### src/rtl/pfba_pkg.sv
// ----------------------------------------------------------------------------
// pfba_pkg
// Shared types, constants and helpers of the pooled fixed-block allocator.
// ----------------------------------------------------------------------------
package pfba_pkg;

  // Slot and address geometry: an address is pool * 64 + slot
  localparam int unsigned SLOT_W          = 6;
  localparam int unsigned BLOCKS_PER_POOL = 64;
  localparam int unsigned CNT_W           = 7;
  localparam int unsigned ADDR_W          = 9;
  localparam int unsigned POOL_FIELD_W    = 3;
  localparam int unsigned TYPE_W          = 2;

  // Configuration registers
  localparam int unsigned NUM_CFG    = 4;
  localparam int unsigned CFG_IDX_W  = 2;
  localparam int unsigned CFG_DATA_W = 7;

  // Free list head value for an empty list
  localparam logic [CNT_W-1:0]      EMPTY_SLOT   = CNT_W'(BLOCKS_PER_POOL);
  localparam logic [CFG_DATA_W-1:0] RESET_BLOCKS = CFG_DATA_W'(BLOCKS_PER_POOL);

  typedef enum logic [1:0] {
    OP_ALLOC  = 2'd0,
    OP_FREE   = 2'd1,
    OP_REJECT = 2'd2
  } op_e;

  typedef enum logic [1:0] {
    ST_OK       = 2'd0,
    ST_NO_POOL  = 2'd1,
    ST_BAD_FREE = 2'd2
  } status_e;

  // Classified word passed from the front end to the back end
  typedef struct packed {
    op_e                     op;
    logic [TYPE_W-1:0]       type_id;
    logic [POOL_FIELD_W-1:0] pool;
    logic [SLOT_W-1:0]       slot;
  } item_t;

  // Limit a configured pool size to 1..BLOCKS_PER_POOL
  function automatic logic [CNT_W-1:0] clamp_blocks(input logic [CFG_DATA_W-1:0] n);
    logic [CNT_W-1:0] r;
    r = CNT_W'(n);
    if (r == '0) begin
      r = CNT_W'(1);
    end else if (r > EMPTY_SLOT) begin
      r = EMPTY_SLOT;
    end
    return r;
  endfunction

endpackage

### src/rtl/pfba_front.sv
// ----------------------------------------------------------------------------
// pfba_front
// Accepts request words, classifies them and queues them for the back end.
// ----------------------------------------------------------------------------
module pfba_front #(
  parameter int unsigned NUM_TYPES = 4
) (
  input  logic                                clk_i,
  input  logic                                rst_ni,
  input  logic                                in_valid_i,
  output logic                                in_ready_o,
  input  logic                                cmd_i,
  input  logic [pfba_pkg::TYPE_W-1:0]         type_id_i,
  input  logic [pfba_pkg::ADDR_W-1:0]         block_address_i,
  output logic                                item_valid_o,
  output pfba_pkg::item_t                     item_o,
  input  logic                                item_pop_i
);
  import pfba_pkg::*;

  item_t       fifo_q [2];
  logic        wr_ptr_q, wr_ptr_d;
  logic        rd_ptr_q, rd_ptr_d;
  logic [1:0]  count_q, count_d;
  item_t       item_new;
  logic        push, pop;

  // Classify the incoming word
  always_comb begin
    item_new.type_id = type_id_i;
    item_new.pool    = block_address_i[ADDR_W-1:SLOT_W];
    item_new.slot    = block_address_i[SLOT_W-1:0];
    if (cmd_i) begin
      item_new.op = OP_FREE;
    end else if (32'(type_id_i) < NUM_TYPES) begin
      item_new.op = OP_ALLOC;
    end else begin
      item_new.op = OP_REJECT;
    end
  end

  assign in_ready_o   = (count_q != 2'd2);
  assign item_valid_o = (count_q != 2'd0);
  assign item_o       = fifo_q[rd_ptr_q];
  assign push         = in_valid_i && in_ready_o;
  assign pop          = item_pop_i && item_valid_o;

  // Advance queue pointers
  always_comb begin
    wr_ptr_d = push ? ~wr_ptr_q : wr_ptr_q;
    rd_ptr_d = pop ? ~rd_ptr_q : rd_ptr_q;
    count_d  = count_q + 2'(push) - 2'(pop);
  end

  always_ff @(posedge clk_i or negedge rst_ni) begin
    if (!rst_ni) begin
      wr_ptr_q <= 1'b0;
      rd_ptr_q <= 1'b0;
      count_q  <= 2'd0;
    end else begin
      wr_ptr_q <= wr_ptr_d;
      rd_ptr_q <= rd_ptr_d;
      count_q  <= count_d;
    end
  end

  // Store the classified word
  always_ff @(posedge clk_i) begin
    if (push) begin
      fifo_q[wr_ptr_q] <= item_new;
    end
  end

endmodule

### config.mk
export PLATFORM = sky130hd
export DESIGN_NAME = pfba_front
export DESIGN_NICKNAME = d
export VERILOG_FILES = /design/src/rtl/pfba_pkg.sv /design/src/rtl/pfba_front.sv
export SDC_FILE = /design/constraint.sdc
export NUM_CORES = 1
export LEC_CHECK = 0
export ABC_AREA = 1
export ABC_CLOCK_PERIOD_IN_PS = 1600
export BUFFER_PORTS_ARGS = -buffer_cell sky130_fd_sc_hd__buf_4
export CORE_MARGIN = 4
export CORE_UTILIZATION = 25
export CTS_CLUSTER_DIAMETER = 100
export DETAILED_ROUTE_END_ITERATION = 10
export GPL_ROUTABILITY_DRIVEN = 1
export PLACE_DENSITY_LB_ADDON = 0.15
export REMOVE_ABC_BUFFERS = 1
export SETUP_SLACK_MARGIN = 0.2
export SYNTH_ARGS = -nofsm -noshare
export SYNTH_HDL_FRONTEND = slang
export SYNTH_SLANG_ARGS = --single-unit
### constraint.sdc
create_clock -name clk_i -period 1.6 [get_ports clk_i]
set_input_delay 0.32 -clock clk_i [delete_from_list [all_inputs] [get_ports clk_i]]
set_output_delay 0.32 -clock clk_i [all_outputs]
set_load 0.05 [all_outputs]
==> run_results.csv, run 1 <==
group,metric,value,unit
status,run_status,"complete, no violations",
sta,drv_slew,0,
routing,detailed_router_iteration_count_before_antenna_repair,2,
floorplanning,dieArea,5580,sq um
sta,finalCriticalPeriod,1.48,ns
routing,detail_route.wirelength,2.19,mm
sta,finalHoldViolCount,0,
hold_path,hold-path-cell-count,1,
final_layout,layout.cells.non_filler,185,
floorplanning,core_area,4140,sq um
final_layout,filler_cell_count,412,
setup_path,rr_worst_depth,9,
final_layout,layout-drive-gt1-share,40.7,%
synthesis,post_synth_xor_area_fraction,0,%
synthesis,synth_area,1110,sq um
global_route,grt_first_pass_wirelength,3.10,mm
routing,drt_iter0_markers,23,
cts,clock_sink_count,28,
placed_design,buffer_ports.inserted,29,
final_layout,layout-area-overhead-vs-synth,46.8,%
floorplanning,effective_utilization_at_floorplan,26.8,%
sta,rsz_0062_raised_after_global_routing,"true",
setup_path,startpoint_type,"flip-flop",
sta,finClkSkew,0.00722,ns
setup_path,crit_type,"reg -> out",
routing,antenna_left,0,
sta,timing.final.setup_violations,0,
synthesis,post_syn_area_per_cell,11.6,sq um
cts,clk_pin_slew,0.09,ns
placed_design,hpwl,1.42,mm
global_route,antenna_found_initial,0,
floorplanning,pin_count,31,
sta,final_sum_of_negative_setup_slack,0,ns
cts,clock_tree.root_cell,"sky130_fd_sc_hd__clkbuf_8",
final_layout,antenna_diode_count,0,
final_layout,final_net_count,154,
synthesis,yosysSeqAreaShare,73.8,%
cts,insertion_delay,0.27,ns
routing,overall_via_count_from_detail_route,733,
global_route,grt_remaining_overflow,0,
final_layout,post-route-util,39.4,%
job,drv.max_cap_violation_count,0,
cts,clock_tree.buffer_depth,2,
sta,maxClockFrequency,677,MHz
floorplanning,die_h,74.7,microns
synthesis,synth_simple_gate_area_share,18.2,%
global_route,grt_max_degree,17,
pwr,vdd.ir_drop.worst,0.713,mV
synthesis,post_synthesis_compound_gate_area_fraction,0,%
pwr,pwr_density_cell,2210,nW/um^2
synthesis,ys_ff_latch,28,
cts,cts-htree-levels,1,
pwr,p_leak,0.734,nW
final_layout,finalInstanceArea,1630,sq um
cts,tritoncts.num_buffers,3,
hold_path,hold_class,"in -> reg",
routing,detail_route.vias_per_cell,3.96,
synthesis,ys_types,11,
global_route,number_of_global_route_vias_before_repair,688,
placed_design,numPlacedInstances,175,
synthesis,synth_adder_area_share,2.25,%
setup_path,arrival,1.16,ns
floorplanning,floorplan.die.width,74.7,microns
placed_design,placement.cell_area,1390,sq um
routing,post_drt_wl_per_cell,11.8,microns
setup_path,critPathCaptureType,"output pin",
synthesis,mux_cell_area_share_after_synthesis,0,%
cts,cts_tree,"yes",
routing,drc_errors,0,
setup_path,worst-endpoint-required,1.28,ns
global_route,global_route.usage.total,7.65,%
synthesis,synth_top_family_by_area,"simple AND/OR/NAND/NOR gates",
sta,fin_crit_sh,92.3,%
floorplanning,rows,23,
placed_design,routabilityCongestion,0.678,
synthesis,synthesis.instances,96,
setup_path,critical_path_peak_fanout,7,
synthesis,yosys_warnings,0,
==> path summary, 6_finish.rpt <==
kind | startpoint | end | slack (ns)
worst max-delay path | rd_ptr_q | item_o[9] | 0.12
worst min-delay path | block_address_i[8] | fifo_q[0][8] | 0.23
worst max register to register | count_q[1] | count_q[1] | 0.23
worst min register to register | wr_ptr_q | wr_ptr_q | 0.48
max in group asynchronous | rst_ni | rd_ptr_q | 1.10
min in group asynchronous | rst_ni | count_q[0] | 0.38
==> through the flow <==
step                      hold slack [ns]  total power [mW]  setup slack, ns
after floorplan                    0.0244              2.15           -0.260
after global placement              0.122              2.66            0.270
after detailed placement            0.121              2.68            0.181
after CTS                           0.223              3.27           0.0701
after global routing                0.216              3.81           0.0583
final                               0.232              3.60            0.123
==> Yosys cell counts, drive strengths merged <==
cell	number	area share, %
nand3	3	1.3
nand2	49	17
conb	1	0.34
inv	9	3.0
ha	2	2.2
edfxtp	24	65
buf	3	2.4
dfrtp	4	9.0
nor2	1	0.34
==> layout by cell type, fill, tap and decap left out, types with 2 or more instances in the layout <==
cell and instances:
sky130_fd_sc_hd__nand2_1 45, sky130_fd_sc_hd__inv_2 5, sky130_fd_sc_hd__clkbuf_8 3, sky130_fd_sc_hd__nand2_4 3, sky130_fd_sc_hd__buf_6 15, sky130_fd_sc_hd__edfxtp_1 24, sky130_fd_sc_hd__inv_1 3, sky130_fd_sc_hd__ha_4 2
sky130_fd_sc_hd__nand3_1 2, sky130_fd_sc_hd__dfrtp_1 3, sky130_fd_sc_hd__buf_4 21
==> power by group <==
group	internal [mW]	switching (mW)
clock	0.334	0.197
sequential	1.01	0.0911
combinational	0.708	1.26
==> cells by family after synthesis <==
logic type / Yosys count
other: 1
and+or+nand+nor: 53
adders and majority gates: 2
DFF: 28
buffers and inverters: 12
==> critical path, cell delays in order, from the launching register on <==
cell	delay, ns
sky130_fd_sc_hd__dfrtp_2	0.46
sky130_fd_sc_hd__buf_6	0.15
sky130_fd_sc_hd__nand2_1	0.05
sky130_fd_sc_hd__nand2_1	0.07
sky130_fd_sc_hd__buf_6	0.16
==> repair_timing <==
action / CTS / global route
endpoints found under the setup margin: 13 / 16
hold buffers: 1 / 0
buffers inserted: 1 / 3
hold endpoints to repair: 4 / 0
cloned: 0 / 1
gates resized for setup: 4 / 35
pin swaps: 0 / 6
==> metal layers <==
layer | global-route usage [%] | wire length, microns
met1 | 8.30 | 894
met2 | 14.0 | 1160
met3 | 3.07 | 131
met4 | 1.78 | 10
met5 | 0 | 0
==> area by class of cell <==
class / count / area, sq um / area share (%)
Sequential cell: 28 / 822 / 50.3
Timing Repair Buffer: 38 / 352 / 21.5
Multi-Input combinational cell: 56 / 287 / 17.5
Tap cell: 50 / 62.6 / 3.83
Clock buffer: 3 / 41.3 / 2.53
Inverter: 9 / 38.8 / 2.38
Clock inverter: 1 / 30.0 / 1.84
==> state kept, by name, indices dropped and copies added (netlist names) <==
name	cells
wr_ptr_q	1
rd_ptr_q	1
count_q	2
fifo_q	24
No activity file was read; power rests on OpenSTA's default activity.
==> inputs of run 2 (changes only) <==
--- a/config.mk
+++ b/config.mk
@@ -6,7 +6,7 @@
 export NUM_CORES = 1
 export LEC_CHECK = 0
 export ABC_AREA = 1
-export ABC_CLOCK_PERIOD_IN_PS = 1600
+export ABC_CLOCK_PERIOD_IN_PS = 1300
 export BUFFER_PORTS_ARGS = -buffer_cell sky130_fd_sc_hd__buf_4
 export CORE_MARGIN = 4
 export CORE_UTILIZATION = 25
==> constraint.sdc (replaced) <==
create_clock -name clk_i -period 1.3 [get_ports clk_i]
set_input_delay 0.26 -clock clk_i [delete_from_list [all_inputs] [get_ports clk_i]]
set_output_delay 0.26 -clock clk_i [all_outputs]
set_load 0.05 [all_outputs]
==> run_results.csv, run 2 (synthesis gave the netlist of run 1 again) <==
group,metric,value,unit
placed_design,hpwl,1.55,mm
routing,met3_routed_wirelength,149,microns
sta,maxClockFrequency,707,MHz
placed_design,buffer_ports.inserted,29,
global_route,grt_max_degree,16,
global_route,grt_remaining_overflow,0,
placed_design,routabilityCongestion,0.708,
setup_path,arrival,1.15,ns
floorplanning,rows,23,
final_layout,multi_input_area,324,sq um
cts,clock_tree.buffer_depth,2,
setup_path,ordered_cell_list_for_the_critical_path,"buf_6, nand2_1, nand2_1, buf_6",
setup_path,crit_buf_inv,2,
status,violated_checks,"negative setup slack",
routing,detailed_router_iteration_count_before_antenna_repair,4,
routing,topRoutingLayerUsed,"met4",
final_layout,area.sequential,822,sq um
global_route,number_of_global_route_vias_before_repair,796,
routing,antenna_left,0,
setup_path,worst-endpoint-required,1.04,ns
placed_design,numPlacedInstances,180,
pwr,p_leak,0.814,nW
final_layout,final_net_count,167,
routing,overall_via_count_from_detail_route,803,
sta,worst_slack_setup_final,-0.114,ns
routing,dr_wl_met2,1.31,mm
routing,detail_route.wirelength,2.44,mm
floorplanning,effective_utilization_at_floorplan,26.8,%
floorplanning,dieArea,5580,sq um
sta,rsz_0062_raised_after_global_routing,"true",
job,drv.max_cap_violation_count,0,
final_layout,most-common-layout-cells,"sky130_fd_sc_hd__nand2_1, sky130_fd_sc_hd__buf_6, sky130_fd_sc_hd__edfxtp_1, sky130_fd_sc_hd__buf_4",
setup_path,critPathCaptureType,"output pin",
final_layout,layout.cells.non_filler,198,
status,run_status,"finished with violations",
global_route,global_route.usage.total,9.15,%
global_route,grt_first_pass_wirelength,3.77,mm
routing,drc_errors,0,
cts,insertion_delay,0.26,ns
cts,clock_tree.root_cell,"sky130_fd_sc_hd__clkbuf_8",
floorplanning,die_h,74.7,microns
final_layout,top_regs,"fifo_q x24, count_q x2",
final_layout,regMostFlops,"fifo_q",
final_layout,mostFrequentLayoutCell,"sky130_fd_sc_hd__nand2_1",
setup_path,path_delay_family,"flip-flops",
sta,finalHoldViolCount,0,
setup_path,critical_path.slowest_cell,"sky130_fd_sc_hd__dfrtp_2",
routing,detail_route.vias_per_cell,4.06,
pwr,totalPowerFinal,4.77,mW
sta,finClkSkew,0.00358,ns
cts,tritoncts.num_buffers,3,
sta,drv_slew,0,
cts,clk_pin_slew,0.09,ns
sta,finalCriticalPeriod,1.41,ns
setup_path,startpoint_type,"flip-flop",
sta,fin_crit_sh,109,%
routing,drt_iter0_markers,35,
final_layout,filler_cell_count,405,
final_layout,layout-area-overhead-vs-synth,63.8,%
final_layout,flip_flop_count_of_the_largest_register_all_copies_and_words_added,24,
floorplanning,core_area,4140,sq um
sta,hold_slack,0.175,ns
global_route,antenna_found_initial,0,
routing,post_drt_wl_per_cell,12.3,microns
floorplanning,pin_count,31,
setup_path,cp_slowest_stage_delay,0.46,ns
final_layout,antenna_diode_count,0,
pwr,pwr_density_cell,2620,nW/um^2
setup_path,crit_type,"reg -> out",
floorplanning,floorplan.die.width,74.7,microns
pwr,vdd.ir_drop.worst,1.15,mV
sta,timing.final.setup_violations,17,
cts,clock_sink_count,28,
cts,cts_tree,"yes",
setup_path,critical_path_peak_fanout,7,
hold_path,hold_class,"in -> reg",
final_layout,layout-drive-gt1-share,50.7,%
cts,cts-htree-levels,1,
routing,m1WireLength,967,microns
==> run 2: cell types whose count changed in the layout (fill, tap and decap cells not counted), sizes merged <==
cell	before	now
buf	37	50
clkbuf	3	4
bufinv	1	0
==> run 2: final timing paths <==
check                                         from      endpoint  slack (ns)  depth (start not counted)
worst max-delay path                      rd_ptr_q     item_o[0]       -0.11                          4
worst min-delay path            block_address_i[6]  fifo_q[0][6]        0.17                          1
worst max register to register          count_q[1]      rd_ptr_q       -0.04                         10
worst min register to register            wr_ptr_q      wr_ptr_q        0.48                          2
max in group asynchronous                   rst_ni      rd_ptr_q        0.88                          2
min in group asynchronous                   rst_ni      wr_ptr_q        0.31                          2
==> run 2: cell type report <==
class                           count  share of cell area (%)
Sequential cell                    28                    45.1
Timing Repair Buffer               51                    28.9
Multi-Input combinational cell     56                    17.8
Tap cell                           50                    3.43
Clock buffer                        4                    2.47
Inverter                            9                    2.27
==> run 2: worst register-to-register path, stage by stage, from the launching register on <==
cell                      delay [ns]
sky130_fd_sc_hd__dfrtp_1        0.43
sky130_fd_sc_hd__inv_2          0.07
sky130_fd_sc_hd__nand2_4        0.08
sky130_fd_sc_hd__nand2_4        0.05
sky130_fd_sc_hd__buf_6          0.11
sky130_fd_sc_hd__buf_6          0.10
sky130_fd_sc_hd__buf_6          0.10
sky130_fd_sc_hd__buf_6          0.10
sky130_fd_sc_hd__buf_6          0.10
sky130_fd_sc_hd__nand2_2        0.06
sky130_fd_sc_hd__nand2_2        0.04
==> run 2: per-stage QoR <==
stage	setup slack, ns	instance area, sq um	util, %	setup TNS [ns]
after floorplan	-0.560	1090	-	-10.59
after detailed placement	-0.0867	1440	34.7	-0.0957
final	-0.114	1820	44.0	-1.38
after CTS	-0.136	1730	41.7	-1.65
after global placement	-0.0131	1440	34.7	-0.0131
after global routing	-0.170	1820	44.0	-2.49
==> run 2: power by group <==
part,internal [mW],total (mW),switching (mW)
Clock,0.219,0.463,0.244
Combinational,1.24,2.96,1.72
Sequential,1.24,1.34,0.102
==> run 2: what timing repair did <==
| action | 4_1_cts | 5_1_grt |
|---|---|---|
| pin swaps | 8 | 5 |
| hold buffers | 1 | 0 |
| cloned | 1 | 1 |
| resized for setup | 44 | 20 |
| endpoints found under the hold margin | 4 | 0 |
| setup endpoints to repair | 40 | 41 |
| buffers inserted | 7 | 4 |
==> run 2: routing by layer <==
layer	vias up	track usage, %
met2	18	16.3
li1	406	-
met5	-	0
met3	2	2.27
met1	377	10.5
met4	0	3.56
==> inputs of run 3 (changes only) <==
--- a/config.mk
+++ b/config.mk
@@ -13,6 +13,7 @@
 export CTS_CLUSTER_DIAMETER = 100
 export DETAILED_ROUTE_END_ITERATION = 10
 export GPL_ROUTABILITY_DRIVEN = 1
+export MAX_ROUTING_LAYER = met4
 export PLACE_DENSITY_LB_ADDON = 0.15
 export REMOVE_ABC_BUFFERS = 1
 export SETUP_SLACK_MARGIN = 0.2
==> run_results.csv, run 3 (synthesis gave the netlist of run 1 again) <==
group,metric,value,unit
floorplanning,dieArea,5580,sq um
pwr,clock_power_share,9.7,%
routing,drt_iter0_markers,50,
setup_path,startpoint_type,"flip-flop",
sta,finalHoldViolCount,0,
floorplanning,die_h,74.7,microns
routing,detailed_router_iteration_count_before_antenna_repair,4,
routing,overall_via_count_from_detail_route,802,
setup_path,ordered_cell_list_for_the_critical_path,"buf_6, nand2_1, nand2_1, buf_6",
cts,clk_pin_slew,0.09,ns
cts,cts_tree,"yes",
setup_path,crit_type,"reg -> out",
pwr,switching_share,43.4,%
cts,tritoncts.num_buffers,3,
final_layout,layout-drive-gt1-share,50.7,%
global_route,grt_max_degree,16,
routing,post_drt_wl_per_cell,12.3,microns
sta,finalCriticalPeriod,1.41,ns
final_layout,flip_flop_count_of_the_largest_register_all_copies_and_words_added,24,
pwr,p_leak,0.814,nW
global_route,grt_remaining_overflow,0,
floorplanning,floorplan.die.width,74.7,microns
placed_design,hpwl,1.55,mm
floorplanning,rows,23,
sta,final_sum_of_negative_setup_slack,-1.34,ns
sta,hold_slack,0.174,ns
setup_path,critical_path_peak_fanout,7,
routing,detail_route.vias_per_cell,4.05,
setup_path,arrival,1.15,ns
sta,maxClockFrequency,709,MHz
setup_path,critical_path.slowest_cell,"sky130_fd_sc_hd__dfrtp_2",
sta,fin_crit_sh,108,%
hold_path,min_from,"block_address_i[6]",
sta,finClkSkew,0.00453,ns
cts,clock_sink_count,28,
setup_path,worst_r2r_startpoint,"count_q[1]",
setup_path,worst-endpoint-required,1.04,ns
final_layout,filler_cell_count,405,
final_layout,most-common-layout-cells,"sky130_fd_sc_hd__nand2_1, sky130_fd_sc_hd__buf_6, sky130_fd_sc_hd__edfxtp_1, sky130_fd_sc_hd__buf_4",
pwr,switching_power,2.07,mW
final_layout,top_regs,"fifo_q x24, count_q x2",
global_route,grt_first_pass_wirelength,3.77,mm
floorplanning,effective_utilization_at_floorplan,26.8,%
floorplanning,pin_count,31,
global_route,number_of_global_route_vias_before_repair,794,
final_layout,final_net_count,167,
status,violated_checks,"negative setup slack",
placed_design,placement.cell_area,1440,sq um
hold_path,hold_class,"in -> reg",
placed_design,place_ws,-0.0867,ns
final_layout,layout-area-overhead-vs-synth,63.8,%
pwr,pwr_density_cell,2620,nW/um^2
status,run_status,"finished with violations",
pwr,vdd.ir_drop.worst,1.15,mV
global_route,antenna_found_initial,0,
setup_path,crit_path_start,"rd_ptr_q",
final_layout,finalInstanceArea,1820,sq um
placed_design,buffer_ports.inserted,29,
cts,clock_tree.root_cell,"sky130_fd_sc_hd__clkbuf_8",
routing,detail_route.wirelength,2.44,mm
pwr,power_frac_comb,62.1,%
floorplanning,core_area,4140,sq um
job,drv.max_cap_violation_count,0,
final_layout,mostFrequentLayoutCell,"sky130_fd_sc_hd__nand2_1",
final_layout,regMostFlops,"fifo_q",
routing,drc_errors,0,
pwr,internal_power_component,2.70,mW
sta,rsz_0062_raised_after_global_routing,"true",
final_layout,layout.cells.non_filler,198,
cts,insertion_delay,0.26,ns
setup_path,critPathCaptureType,"output pin",
pwr,power.sequential.fraction,28.2,%
cts,cts-htree-levels,1,
final_layout,antenna_diode_count,0,
sta,timing.final.setup_violations,17,
setup_path,cp_slowest_stage_delay,0.45,ns
routing,antenna_left,0,
sta,worst_slack_setup_final,-0.110,ns
cts,clock_tree.buffer_depth,2,
placed_design,numPlacedInstances,180,
sta,drv_slew,0,
global_route,global_route.usage.total,9.46,%
placed_design,routabilityCongestion,0.716,
==> run 3: cell counts in the layout (fill, tap and decap cells not counted) <==
Identical to the previous run, type by type.
==> run 3: power groups by stage <==
stage | Combinational [mW] | Clock (mW) | Sequential, mW
6_report | 2.96 | 0.462 | 1.34
3_5_place_dp | 2.10 | 0 | 1.33
4_1_cts | 2.74 | 0.475 | 1.33
3_3_place_gp | 2.08 | 0 | 1.32
2_1_floorplan | 1.30 | 0 | 1.35
5_1_grt | 3.17 | 0.525 | 1.37
==> run 3: layout make-up <==
| class | instances | area (sq um) | area share, % |
|---|---|---|---|
| well taps | 50 | 62.6 | 3.43 |
| flip-flops and latches | 28 | 822 | 45.1 |
| clock buffers | 4 | 45.0 | 2.47 |
| inverters | 9 | 41.3 | 2.27 |
| multi-input cells | 56 | 324 | 17.8 |
| repair buffers | 51 | 527 | 28.9 |
==> run 3: routing by layer <==
| layer | GRT usage [%] | up-vias | routed length (microns) |
|---|---|---|---|
| li1 | - | 406 | - |
| met1 | 11.0 | 376 | 984 |
| met2 | 16.3 | 18 | 1310 |
| met3 | 1.74 | 2 | 128 |
| met4 | 3.56 | 0 | 17 |
| met5 | - | - | 0 |
==> run 3: metrics by stage <==
| stage | utilization, % | power (mW) |
|---|---|---|
| finish | 44.0 | 4.76 |
| global route | 44.0 | 5.06 |
| CTS | 41.7 | 4.54 |
| detailed placement | 34.7 | 3.43 |
| global placement | 34.7 | 3.40 |
| floorplan | - | 2.65 |
==> run 3: what timing repair did <==
| item | in CTS | in global routing |
|---|---|---|
| pin swaps | 8 | 5 |
| cloned | 1 | 1 |
| hold buffers | 1 | 0 |
| endpoints found under the setup margin | 40 | 41 |
| resized for setup | 44 | 20 |
| setup buffers | 7 | 4 |
| hold endpoints to repair | 4 | 0 |
==> run 3: worst paths after layout <==
kind / to / slack [ns] / depth (start not counted)
setup / recovery: item_o[0] / -0.11 / 4
hold / removal: fifo_q[0][6] / 0.17 / 1
setup reg to reg: rd_ptr_q / -0.04 / 10
hold reg to reg: wr_ptr_q / 0.48 / 2
max in group asynchronous: rd_ptr_q / 0.88 / 2
min in group asynchronous: wr_ptr_q / 0.31 / 2
==> run 3: worst max-delay path, delay by kind of cell (launching register included) <==
kind	cells	cell delay, ns
flops	1	0.45
buf+inv	2	0.30
simple gates	2	0.12
